## src/rtl/xpfe_pkg.sv

```systemverilog
// ----------------------------------------------------------------------------
// XOR pair parity FEC encoder - shared package
// Widths, codes, controller states and the command/status bundles.
// ----------------------------------------------------------------------------
`default_nettype none

package xpfe_pkg;

    localparam int PAYLOAD_WORDS_DEF = 40;
    localparam int SEQ_W             = 32;
    localparam int WORD_W            = 32;

    localparam logic KIND_DATA   = 1'b0;
    localparam logic KIND_PARITY = 1'b1;

    typedef enum logic [2:0] {
        S_IDLE,
        S_WRITE,
        S_CLEAR,
        S_PAR_RD,
        S_PAR_OUT
    } t_state;

    // commands from the controller to the datapath
    typedef struct packed {
        logic take;       // input beat accepted
        logic wr_word;    // write (or fold) the held word into the store
        logic clr_wr;     // zero one tail entry of the store
        logic par_rd;     // read one parity entry
        logic par_load;   // push parity entry into the output register
    } t_cmd;

    // status from the datapath to the controller
    typedef struct packed {
        logic last;       // current word ends the frame
        logic pair;       // current frame folds into the store
        logic pos_last;   // word position at the final slot
        logic idx_last;   // sweep index at the final slot
        logic out_free;   // output register can take a beat this cycle
    } t_sts;

endpackage

`default_nettype wire

```

## src/rtl/xpfe_stream_if.sv

```systemverilog
// ----------------------------------------------------------------------------
// XOR pair parity FEC encoder - stream interfaces
// Input frame-word channel and output packet-word channel.
// ----------------------------------------------------------------------------
`default_nettype none

interface xpfe_in_if import xpfe_pkg::*; ();
    logic              valid;
    logic              ready;
    logic [SEQ_W-1:0]  frame_seq;
    logic [WORD_W-1:0] payload_word;
    logic              frame_end;

    modport source (output valid, output frame_seq, output payload_word,
                    output frame_end, input ready);
    modport sink   (input valid, input frame_seq, input payload_word,
                    input frame_end, output ready);
endinterface

interface xpfe_out_if import xpfe_pkg::*; ();
    logic              valid;
    logic              ready;
    logic              packet_kind;
    logic [SEQ_W-1:0]  header_seq;
    logic [WORD_W-1:0] out_word;
    logic              packet_end;

    modport source (output valid, output packet_kind, output header_seq,
                    output out_word, output packet_end, input ready);
    modport sink   (input valid, input packet_kind, input header_seq,
                    input out_word, input packet_end, output ready);
endinterface

`default_nettype wire

```

## src/rtl/xpfe_datapath.sv

```systemverilog
// ----------------------------------------------------------------------------
// XOR pair parity FEC encoder - datapath
// Payload store, sequence bookkeeping, sweep index and output register.
// ----------------------------------------------------------------------------
`default_nettype none

module xpfe_datapath import xpfe_pkg::*; #(
    parameter int PAYLOAD_WORDS = PAYLOAD_WORDS_DEF
) (
    input  wire logic              i_clk,
    input  wire logic              i_rst_n,
    input  wire t_cmd              i_cmd,
    output t_sts                   o_sts,
    input  wire logic [SEQ_W-1:0]  i_frame_seq,
    input  wire logic [WORD_W-1:0] i_payload_word,
    input  wire logic              i_frame_end,
    input  wire logic              i_out_ready,
    output logic                   o_out_valid,
    output logic                   o_packet_kind,
    output logic [SEQ_W-1:0]       o_header_seq,
    output logic [WORD_W-1:0]      o_out_word,
    output logic                   o_packet_end
);

    localparam int IDX_W = (PAYLOAD_WORDS > 1) ? $clog2(PAYLOAD_WORDS) : 1;
    localparam logic [IDX_W-1:0] LAST_IDX = IDX_W'(PAYLOAD_WORDS - 1);

    logic [WORD_W-1:0] r_mem [PAYLOAD_WORDS];
    logic [WORD_W-1:0] r_rdata;
    logic [WORD_W-1:0] r_word;

    logic [IDX_W-1:0]  r_pos;
    logic [IDX_W-1:0]  r_idx;
    logic              r_pair;
    logic              r_last;
    logic [SEQ_W-1:0]  r_held_seq;
    logic              r_held_valid;

    logic              r_out_valid;
    logic              r_kind;
    logic [SEQ_W-1:0]  r_hseq;
    logic [WORD_W-1:0] r_oword;
    logic              r_oend;

    logic              n_pair_hit;
    logic              n_last;
    logic              n_pos_last;
    logic              n_idx_last;

    always_comb begin
        n_pos_last = (r_pos == LAST_IDX);
        n_idx_last = (r_idx == LAST_IDX);
        n_last     = i_frame_end || n_pos_last;
        n_pair_hit = r_held_valid && (i_frame_seq == r_held_seq + SEQ_W'(1))
                     && i_frame_seq[0];
    end

    assign o_sts.last     = r_last;
    assign o_sts.pair     = r_pair;
    assign o_sts.pos_last = n_pos_last;
    assign o_sts.idx_last = n_idx_last;
    assign o_sts.out_free = !r_out_valid || i_out_ready;

    // store: one write port, one registered read port
    always_ff @(posedge i_clk) begin
        if (i_cmd.wr_word) begin
            r_mem[r_pos] <= r_pair ? (r_rdata ^ r_word) : r_word;
        end else if (i_cmd.clr_wr) begin
            r_mem[r_idx] <= '0;
        end
        if (i_cmd.take) begin
            r_rdata <= r_mem[r_pos];
            r_word  <= i_payload_word;
        end else if (i_cmd.par_rd) begin
            r_rdata <= r_mem[r_idx];
        end
    end

    always_ff @(posedge i_clk) begin
        if (!i_rst_n) begin
            r_pos        <= '0;
            r_idx        <= '0;
            r_pair       <= 1'b0;
            r_last       <= 1'b0;
            r_held_seq   <= '0;
            r_held_valid <= 1'b0;
        end else begin
            if (i_cmd.take) begin
                r_last <= n_last;
                // pairing decided on the first beat of a frame only
                if (r_pos == '0) begin
                    r_pair <= n_pair_hit;
                    if (!n_pair_hit) begin
                        r_held_seq   <= i_frame_seq;
                        r_held_valid <= 1'b1;
                    end
                end
            end
            if (i_cmd.wr_word) begin
                r_idx <= r_pair ? '0 : r_pos + IDX_W'(1);
                if (r_last) begin
                    r_pos  <= '0;
                    r_pair <= 1'b0;
                end else begin
                    r_pos  <= r_pos + IDX_W'(1);
                end
            end
            if (i_cmd.clr_wr) begin
                r_idx <= r_idx + IDX_W'(1);
            end
            if (i_cmd.par_load) begin
                r_idx <= r_idx + IDX_W'(1);
                if (n_idx_last) begin
                    r_held_valid <= 1'b0;
                end
            end
        end
    end

    // output register
    always_ff @(posedge i_clk) begin
        if (!i_rst_n) begin
            r_out_valid <= 1'b0;
        end else if (i_cmd.take || i_cmd.par_load) begin
            r_out_valid <= 1'b1;
        end else if (i_out_ready) begin
            r_out_valid <= 1'b0;
        end
    end

    always_ff @(posedge i_clk) begin
        if (i_cmd.take) begin
            r_kind  <= KIND_DATA;
            r_hseq  <= i_frame_seq;
            r_oword <= i_payload_word;
            r_oend  <= n_last;
        end else if (i_cmd.par_load) begin
            r_kind  <= KIND_PARITY;
            r_hseq  <= r_held_seq;
            r_oword <= r_rdata;
            r_oend  <= n_idx_last;
        end
    end

    assign o_out_valid   = r_out_valid;
    assign o_packet_kind = r_kind;
    assign o_header_seq  = r_hseq;
    assign o_out_word    = r_oword;
    assign o_packet_end  = r_oend;

endmodule

`default_nettype wire

```

## src/rtl/xpfe_ctrl.sv

```systemverilog
// ----------------------------------------------------------------------------
// XOR pair parity FEC encoder - controller
// Sequences beat intake, store update, tail clearing and parity burst.
// ----------------------------------------------------------------------------
`default_nettype none

module xpfe_ctrl import xpfe_pkg::*; (
    input  wire logic i_clk,
    input  wire logic i_rst_n,
    input  wire logic i_in_valid,
    output logic      o_in_ready,
    input  wire t_sts i_sts,
    output t_cmd      o_cmd
);

    t_state r_state;
    t_state n_state;

    always_ff @(posedge i_clk) begin
        if (!i_rst_n) begin
            r_state <= S_IDLE;
        end else begin
            r_state <= n_state;
        end
    end

    always_comb begin
        n_state    = r_state;
        o_cmd      = '0;
        o_in_ready = 1'b0;
        unique case (r_state)
            S_IDLE: begin
                o_in_ready = i_rst_n && i_sts.out_free;
                if (i_in_valid && o_in_ready) begin
                    o_cmd.take = 1'b1;
                    n_state    = S_WRITE;
                end
            end
            S_WRITE: begin
                o_cmd.wr_word = 1'b1;
                if (i_sts.last && i_sts.pair) begin
                    n_state = S_PAR_RD;
                end else if (i_sts.last && !i_sts.pos_last) begin
                    n_state = S_CLEAR;
                end else begin
                    n_state = S_IDLE;
                end
            end
            S_CLEAR: begin
                o_cmd.clr_wr = 1'b1;
                if (i_sts.idx_last) begin
                    n_state = S_IDLE;
                end
            end
            S_PAR_RD: begin
                o_cmd.par_rd = 1'b1;
                n_state      = S_PAR_OUT;
            end
            S_PAR_OUT: begin
                if (i_sts.out_free) begin
                    o_cmd.par_load = 1'b1;
                    n_state        = i_sts.idx_last ? S_IDLE : S_PAR_RD;
                end
            end
            default: begin
                n_state = S_IDLE;
            end
        endcase
    end

endmodule

`default_nettype wire

```

## src/rtl/xor_pair_parity_fec_encoder_top.sv

```systemverilog
// ----------------------------------------------------------------------------
// XOR pair parity FEC encoder - top level
// Forwards frame words as data packets and emits an XOR parity packet after
// each odd frame that follows its stored predecessor.
// ----------------------------------------------------------------------------
//  port      dir  beat
//  i_frame   in   frame_seq, payload_word, frame_end
//  o_pkt     out  packet_kind, header_seq, out_word, packet_end
//
//  Each input beat is an accept followed by a store read-modify-write.
//  A stored frame ending short is padded by one store write per cycle over
//  the PAYLOAD_WORDS-1-pos tail slots. A paired frame's end adds a parity
//  burst of PAYLOAD_WORDS beats, each a store read then an output load.
//  Reset is synchronous; the store itself is not cleared.
//  A stall on o_pkt holds the output register and blocks intake.
// ----------------------------------------------------------------------------
`default_nettype none

module xor_pair_parity_fec_encoder_top import xpfe_pkg::*; #(
    parameter int PAYLOAD_WORDS = PAYLOAD_WORDS_DEF
) (
    input  wire logic  i_clk,
    input  wire logic  i_rst_n,
    xpfe_in_if.sink    i_frame,
    xpfe_out_if.source o_pkt
);

    t_cmd w_cmd;
    t_sts w_sts;

    xpfe_ctrl u_ctrl (
        .i_clk      (i_clk),
        .i_rst_n    (i_rst_n),
        .i_in_valid (i_frame.valid),
        .o_in_ready (i_frame.ready),
        .i_sts      (w_sts),
        .o_cmd      (w_cmd)
    );

    xpfe_datapath #(
        .PAYLOAD_WORDS (PAYLOAD_WORDS)
    ) u_datapath (
        .i_clk          (i_clk),
        .i_rst_n        (i_rst_n),
        .i_cmd          (w_cmd),
        .o_sts          (w_sts),
        .i_frame_seq    (i_frame.frame_seq),
        .i_payload_word (i_frame.payload_word),
        .i_frame_end    (i_frame.frame_end),
        .i_out_ready    (o_pkt.ready),
        .o_out_valid    (o_pkt.valid),
        .o_packet_kind  (o_pkt.packet_kind),
        .o_header_seq   (o_pkt.header_seq),
        .o_out_word     (o_pkt.out_word),
        .o_packet_end   (o_pkt.packet_end)
    );

endmodule

`default_nettype wire

```

## src/flat_wrapper.sv

```systemverilog
// flat-port wrapper written by rule: the top's interface ports become plain ports
module xor_pair_parity_fec_encoder_top_flat import xpfe_pkg::*;
#(
    parameter int PAYLOAD_WORDS = PAYLOAD_WORDS_DEF
)
  (i_clk, i_rst_n, i_frame_valid, i_frame_frame_seq, i_frame_payload_word, i_frame_frame_end, i_frame_ready, o_pkt_valid, o_pkt_packet_kind, o_pkt_header_seq, o_pkt_out_word, o_pkt_packet_end, o_pkt_ready);
  xpfe_in_if i_frame_i ();
  xpfe_out_if o_pkt_i ();
  input  wire logic i_clk;
  input  wire logic i_rst_n;
  input wire logic [$bits(i_frame_i.valid)-1:0] i_frame_valid;
  input wire logic [$bits(i_frame_i.frame_seq)-1:0] i_frame_frame_seq;
  input wire logic [$bits(i_frame_i.payload_word)-1:0] i_frame_payload_word;
  input wire logic [$bits(i_frame_i.frame_end)-1:0] i_frame_frame_end;
  output wire logic [$bits(i_frame_i.ready)-1:0] i_frame_ready;
  output wire logic [$bits(o_pkt_i.valid)-1:0] o_pkt_valid;
  output wire logic [$bits(o_pkt_i.packet_kind)-1:0] o_pkt_packet_kind;
  output wire logic [$bits(o_pkt_i.header_seq)-1:0] o_pkt_header_seq;
  output wire logic [$bits(o_pkt_i.out_word)-1:0] o_pkt_out_word;
  output wire logic [$bits(o_pkt_i.packet_end)-1:0] o_pkt_packet_end;
  input wire logic [$bits(o_pkt_i.ready)-1:0] o_pkt_ready;
  assign i_frame_i.valid = i_frame_valid;
  assign i_frame_i.frame_seq = i_frame_frame_seq;
  assign i_frame_i.payload_word = i_frame_payload_word;
  assign i_frame_i.frame_end = i_frame_frame_end;
  assign i_frame_ready = i_frame_i.ready;
  assign o_pkt_valid = o_pkt_i.valid;
  assign o_pkt_packet_kind = o_pkt_i.packet_kind;
  assign o_pkt_header_seq = o_pkt_i.header_seq;
  assign o_pkt_out_word = o_pkt_i.out_word;
  assign o_pkt_packet_end = o_pkt_i.packet_end;
  assign o_pkt_i.ready = o_pkt_ready;
  xor_pair_parity_fec_encoder_top #(.PAYLOAD_WORDS(PAYLOAD_WORDS)) u_core (.i_clk(i_clk), .i_rst_n(i_rst_n), .i_frame(i_frame_i), .o_pkt(o_pkt_i));
endmodule
```

## config.mk

```make
export PLATFORM = sky130hd
export DESIGN_NAME = xor_pair_parity_fec_encoder_top_flat
export DESIGN_NICKNAME = d
export VERILOG_FILES = /design/src/rtl/xpfe_pkg.sv /design/src/rtl/xpfe_stream_if.sv /design/src/rtl/xpfe_datapath.sv /design/src/rtl/xpfe_ctrl.sv /design/src/rtl/xor_pair_parity_fec_encoder_top.sv /design/src/flat_wrapper.sv
export SDC_FILE = /design/constraint.sdc
export NUM_CORES = 2
export LEC_CHECK = 0
export ABC_CLOCK_PERIOD_IN_PS = 10260
export BUFFER_PORTS_ARGS = -buffer_cell sky130_fd_sc_hd__buf_4
export CORE_ASPECT_RATIO = 1.4
export CORE_MARGIN = 2
export CORE_UTILIZATION = 30
export CTS_BUF_LIST = sky130_fd_sc_hd__clkbuf_16
export CTS_CLUSTER_SIZE = 40
export DETAILED_ROUTE_END_ITERATION = 16
export PLACE_DENSITY = 0.48
export RECOVER_POWER = 25
export SLEW_MARGIN = 25
export SYNTH_ARGS = -nofsm -noshare
export SYNTH_HDL_FRONTEND = slang
export SYNTH_SLANG_ARGS = --single-unit
```

## constraint.sdc

```tcl
create_clock -name i_clk -period 10.26 [get_ports i_clk]
set_input_delay 2.052 -clock i_clk [delete_from_list [all_inputs] [get_ports i_clk]]
set_output_delay 2.052 -clock i_clk [all_outputs]
set_load 0.1 [all_outputs]
```

# [Word level (Yosys, flattened, before mapping)]
# Memories as Yosys holds them, arrays and structs flattened. A register that Yosys moved wholly into a read port is not among the register bits.
# Index checks and enable logic that the tools add are counted.
[op_classes] eq_ne=10 reduce_logical=20 n_addsub=3 muxes=52 n_bitwise=2
[ops] op="$mux W32" count=8
[ops] op="$mux W6" count=10
[ops] op="$add A32 B1 Y32 const B" count=1
[ops] op="$eq A32 B32 Y1" count=1
[ops] op="$reduce_or A32 Y1" count=1
[ops] op="$xor A32 B32 Y32" count=1
[ops] op="$mux W1" count=27
[ops] op="$pmux W3 S5" count=1
[ops] op="$add A6 B1 Y6 const B" count=2
[ops] op="$eq A6 B6 Y1 const B" count=2
[ops] op="$mux W3" count=4
[ops] op="$eq A3 B2 Y1 const B" count=2
[ops] op="$logic_and A1 B1 Y1" count=6
[ops] op="$logic_not A6 Y1" count=1
[ops] op="$ne A2 B2 Y1 const B" count=3
[ops] op="$reduce_and A3 Y1" count=2
[ops] op="$reduce_bool A2 Y1" count=3
[ops] op="$mux W2" count=2
[ops] op="$eq A3 B1 Y1 const B" count=1
[ops] op="$eq A3 B3 Y1 const B" count=1
[ops] op="$logic_not A3 Y1" count=1
[ops] op="$logic_or A1 B1 Y1" count=3
[ops] op="$reduce_bool A3 Y1" count=1
[ops] op="$logic_not A1 Y1" count=2
[ops] op="$not A1 Y1" count=1
[totals] mem_count=1 elab_cells=102 in_bits=69 mem_bits_rw=1280 reg_bits=181
[memory_table] memory="u_core.u_datapath.r_mem" words=40 word_bits=32 rd=2 rd_ports_with_merged_regs=2 write_ports=1 line="xpfe_datapath.sv:28" text="logic [WORD_W-1:0] r_mem [PAYLOAD_WORDS];"

# [Depth between registers and ports, before layout]
[logic_depth] ltp_word=9 mapped_depth=11

# [Cells and area by module]
# A second synthesis with hierarchy kept.
[unflattened] hier_cells=3405 hier_area_um2=68127.8
[by_module_without_submodules] module="xpfe_datapath" instances=1 area_each_um2=67936.4 cells_each=3382
[by_module_without_submodules] module="xpfe_ctrl" instances=1 area_each_um2=191.4 cells_each=23

# [Least setup slack after synthesis]
# OpenSTA, ideal clock, no wires.
[synth_path] path_type="input to register" start="in o_pkt_ready" end="reg u_core.u_ctrl.r_state[0]" setup_ns=0.092 n_path_buf=0 path_stages=6 required_ns=10.168 slack_ns=4.931 t_arrival_ns=5.237 cell_sequence="nand2b_1 and4b_1 nand2_1 nand2_1 a21oi_1 nor4bb_1"
[synth_via] elab_chain_len=5 elab_cells_between_ends=6
[synth_rtl] element="from (decl)" line="flat_wrapper.sv:21" text="input wire logic [$bits(o_pkt_i.ready)-1:0] o_pkt_ready;"
[synth_rtl] element="$logic_or A1 B1 Y1 *" line="xpfe_datapath.sv:62" text="assign o_sts.out_free = !r_out_valid || i_out_ready;"
[synth_rtl] element="$logic_and A1 B1 Y1" line="xpfe_ctrl.sv:33" text="o_in_ready = i_rst_n && i_sts.out_free;"
[synth_rtl] element="$logic_and A1 B1 Y1" line="xpfe_ctrl.sv:34" text="if (i_in_valid && o_in_ready) begin"
[synth_rtl] element="$ne A2 B2 Y1 (no source line)"
[synth_rtl] element="$reduce_and A3 Y1 (no source line) *"
[synth_rtl] element="to (signal assigned)" line="xpfe_ctrl.sv:23" text="r_state <= n_state;"
[synth_rtl] element="to (decl)" line="xpfe_ctrl.sv:16" text="t_state r_state;"
# Every way passes the cells marked *; elsewhere a longest branch is shown, timed or not.
# A chain may end at the register's enable or synchronous reset.

# [Worst setup path in the final report]
[layout_path] start="in i_rst_n" end="out i_frame_ready"
[layout_via] elab_chain_len=2
[layout_rtl] element="from (decl)" line="flat_wrapper.sv:10" text="input wire logic i_rst_n;"
[layout_rtl] element="$logic_and A1 B1 Y1" line="xpfe_ctrl.sv:33"
[layout_rtl] element="$mux W1" line="xpfe_ctrl.sv:31" text="unique case (r_state)"
[layout_rtl] element="to (decl)" line="flat_wrapper.sv:15" text="output wire logic [$bits(i_frame_i.ready)-1:0] i_frame_ready;"
# No other way between the ends.

==> impl_metrics.toml <==
[logic_synthesis]
async_flop_share_pct = 0
synth.most_common_cell = "edfxtp_1"
yosysTopAreaCell = "edfxtp_1"
synth_compound_area_share_pct = 2.75
synth_adder_area_share_pct = 0.0728
synthDominantCellAreaShare_pct = 61.5
synth_mux_area_share_pct = 27.2
synth_warnings = 0
synth.area.top_cells = "edfxtp_1 (62%), mux4_2 (25%), nand2_1 (2.1%), dfxtp_1 (1.9%), mux2_2 (1.0%)"
syn_nets = 3685
synth_area_sq_um = 68800
synth-seq-area-share_pct = 63.4
synth-edff-count = 1409
yosys-top-cells-count = "edfxtp_1 (1409), mux4_2 (768), nand2_1 (388)"
synth_flop_cell = "edfxtp_1"
syn_avg_cell_area_sq_um = 19.0
synth_top_family_by_area = "multiplexers"
synthesis.instances = 3612
synth_xor_xnor_area_share_pct = 0.904
synth_simple_gate_area_share_pct = 4.07
ys_types = 64
synth-seq-cells = 1473

[placed_design]
dp.cells = 6641
dpl.hpwl_microns = 123000
io_buffer_count = 136
gp_congestion = 0.800

[layout]
layout-drive-gt1-share_pct = 35.4
fill_cells = 21500
nets = 3821
finalNonFillerCells = 6898
syn2layout_area_growth_pct = 14.1

[clock_tree]
cts_sinks = 1473
post_cts_buffers = 0
clk_pin_slew_ns = 0.06
cts-buffers-inserted = 150
htree_num_levels = 4
ctsRootBufferMaster = "clkbuf_16"
cts_hold_buffers = 0
post_cts_resized = 0
cts_tree = "built"
cts_buffer_depth = 4
clk_latency_ns = 0.82

[worst_setup_path]
max_stage_delay_ns = 2.45
setup.worst_path.end_class = "output port"
rr_worst_depth = 5
critPathRequiredTime_ns = 8.21
cp_slowest_cell = "clkbuf_1"
worstPathMaxFanout = 85
r2r-start = "u_core.u_ctrl.r_state[2]$_SDFFE_PN0P_"
cp_cell_sequence = "clkbuf_1 -> and4b_1 -> buf_4"
arrival_ns = 5.45
crit_family = "buffers and inverters"
critical_path_class = "input port to output port"
path_buf_inv = 2
r2r-end = "u_core.u_datapath.r_mem[36][2]$_DFFE_PP_"
worst-r2r-setup-slack_ns = 4.77
start_kind = "input port"

[sta]
holdWs_ns = 0.525
finalSetupViolCount = 0
rsz0062_at_grt = "no"
fin_skew_ns = 0.0505
relSlewSlack_pct = -137
finalHoldViolations = 0
fin_crit_sh_pct = 73.1
tns_ns = 0
worstMarginPinSlew_ns = 3.55
max_freq_ghz = 0.133
slew_violations = 1043
finalCriticalPeriod_ns = 7.50

[global_routing]
grt_use_total_pct = 18.6
overflow = 0
grt_max_degree = 104
grt_busiest_layer = "met2"
antenna_found_initial = 7
grt_pass1_wl_microns = 307000
use_met3_pct = 1.83
grtUsageMet1_pct = 22.3
grt_pass1_vias = 39300
grt.met2_usage_pct = 35.1

[drt]
drc = 0
viasPerCell = 5.42
first_pass_iters = 7
drt.antenna.violating_nets = 0
finalWirelength_microns = 220000
vias = 37400
drt_iter0_drc = 3311
detail_route.wl_per_cell_microns = 31.9

[power]
vdd_drop_max_mv = 0.131
power_uw = 13800
power_density_nw_per_um2 = 177
p_leak_uw = 0.0231

[floorplan]
rows = 208
ios = 137
die_area_sq_um = 233000
coreArea_sq_um = 229000
die_w_microns = 409
start_util_pct = 30.1
fp.dieH_microns = 571

[hold_path]
holdPathStages = 1
min-delay-start = "u_core.u_ctrl.r_state[1]$_SDFFE_PN0P_"
holdPathEnd = "u_core.u_ctrl.r_state[0]$_SDFFE_PN0P_"
hold_path_class = "register to register"

[outcome]
status = "complete, but fails checks"
violations = "max-capacitance violations, max-slew violations"

[flow_run]
max_cap_viol_count = 25
power breakdown:
group / internal, uW / leakage (uW) / switching [uW]
clock: 2890 / 0.00231 / 2350
sequential: 6730 / 0.0133 / 118
combinational: 800 / 0.00752 / 967
total: 10400 / 0.0231 / 3430
registers in the layout (all words and copies together) (netlist names), 3 cells and up, named ones only:
signal	cells
u_core.u_datapath.r_word	32
u_core.u_datapath.r_mem	1280
u_core.u_ctrl.r_state	3
u_core.u_datapath.r_rdata	32
u_core.u_datapath.r_held_seq	32
u_core.u_datapath.r_idx	6
u_core.u_datapath.r_pos	6
u_core.u_datapath.o_out_word	32
u_core.u_datapath.o_header_seq	32
cell families after synthesis:
group / count (synthesis)
mux: 898
flops: 1473
compound gates: 243
fa+ha+maj: 4
simple gates: 634
buf+inv: 289
xor+xnor: 71
stage by stage:
step           worst slack (ns)  area (sq um)  utilization, %
2_1_floorplan              4.93         68800               -
3_3_place_gp               4.80         73900            32.3
3_5_place_dp               4.78         74100            32.4
4_1_cts                    4.78         78600            34.4
5_1_grt                    2.42         78400            34.3
6_report                   2.76         78400            34.3
layout by cell type, fill, tap and decap left out, types with 36 or more instances in the layout:
master / n
dfxtp_1: 52
clkinv_1: 36
clkbuf_16: 154
and3_1: 39
clkbuf_1: 50
nand2_1: 385
o21ai_0: 85
mux2_2: 64
edfxtp_1: 1409
mux4_2: 768
mux2i_1: 66
buf_4: 185
inv_1: 38
xor2_1: 47
o211ai_1: 37
nor2_4: 41
how the worst max path moves through the flow:
stage | from | end | slack (ns) | depth (start not counted)
6_report | i_rst_n | i_frame_ready | 2.76 | 3
5_1_grt | i_rst_n | i_frame_ready | 2.42 | 3
4_1_cts | i_rst_n | i_frame_ready | 4.78 | 3
3_5_place_dp | i_rst_n | i_frame_ready | 4.78 | 3
3_3_place_gp | i_rst_n | i_frame_ready | 4.80 | 3
2_1_floorplan | o_pkt_ready | u_core.u_ctrl.r_state[0]$_SDFFE_PN0P_ | 4.93 | 6
metal layers:
layer | part of all wire (%) | wire length (microns) | up-vias
li1 | - | - | 15500
met1 | 38 | 83900 | 20500
met2 | 55 | 120000 | 1153
met3 | 4.3 | 9500 | 304
met4 | 2.9 | 6370 | 0
met5 | 0 | 0 | -
final cells by class:
class                      instances  area (sq um)  area share [%]
sequential                      1473         43600            55.6
multi-input combinational       1850         24500            31.2
clock inverter                   101           644           0.821
tap                             3045          3810            4.86
timing repair buffer             259          1990            2.53
inverter                          14          55.1          0.0702
antenna                            2          5.00         0.00638
clock buffer                     154          3850            4.91
(Power assumes the default switching activity.)
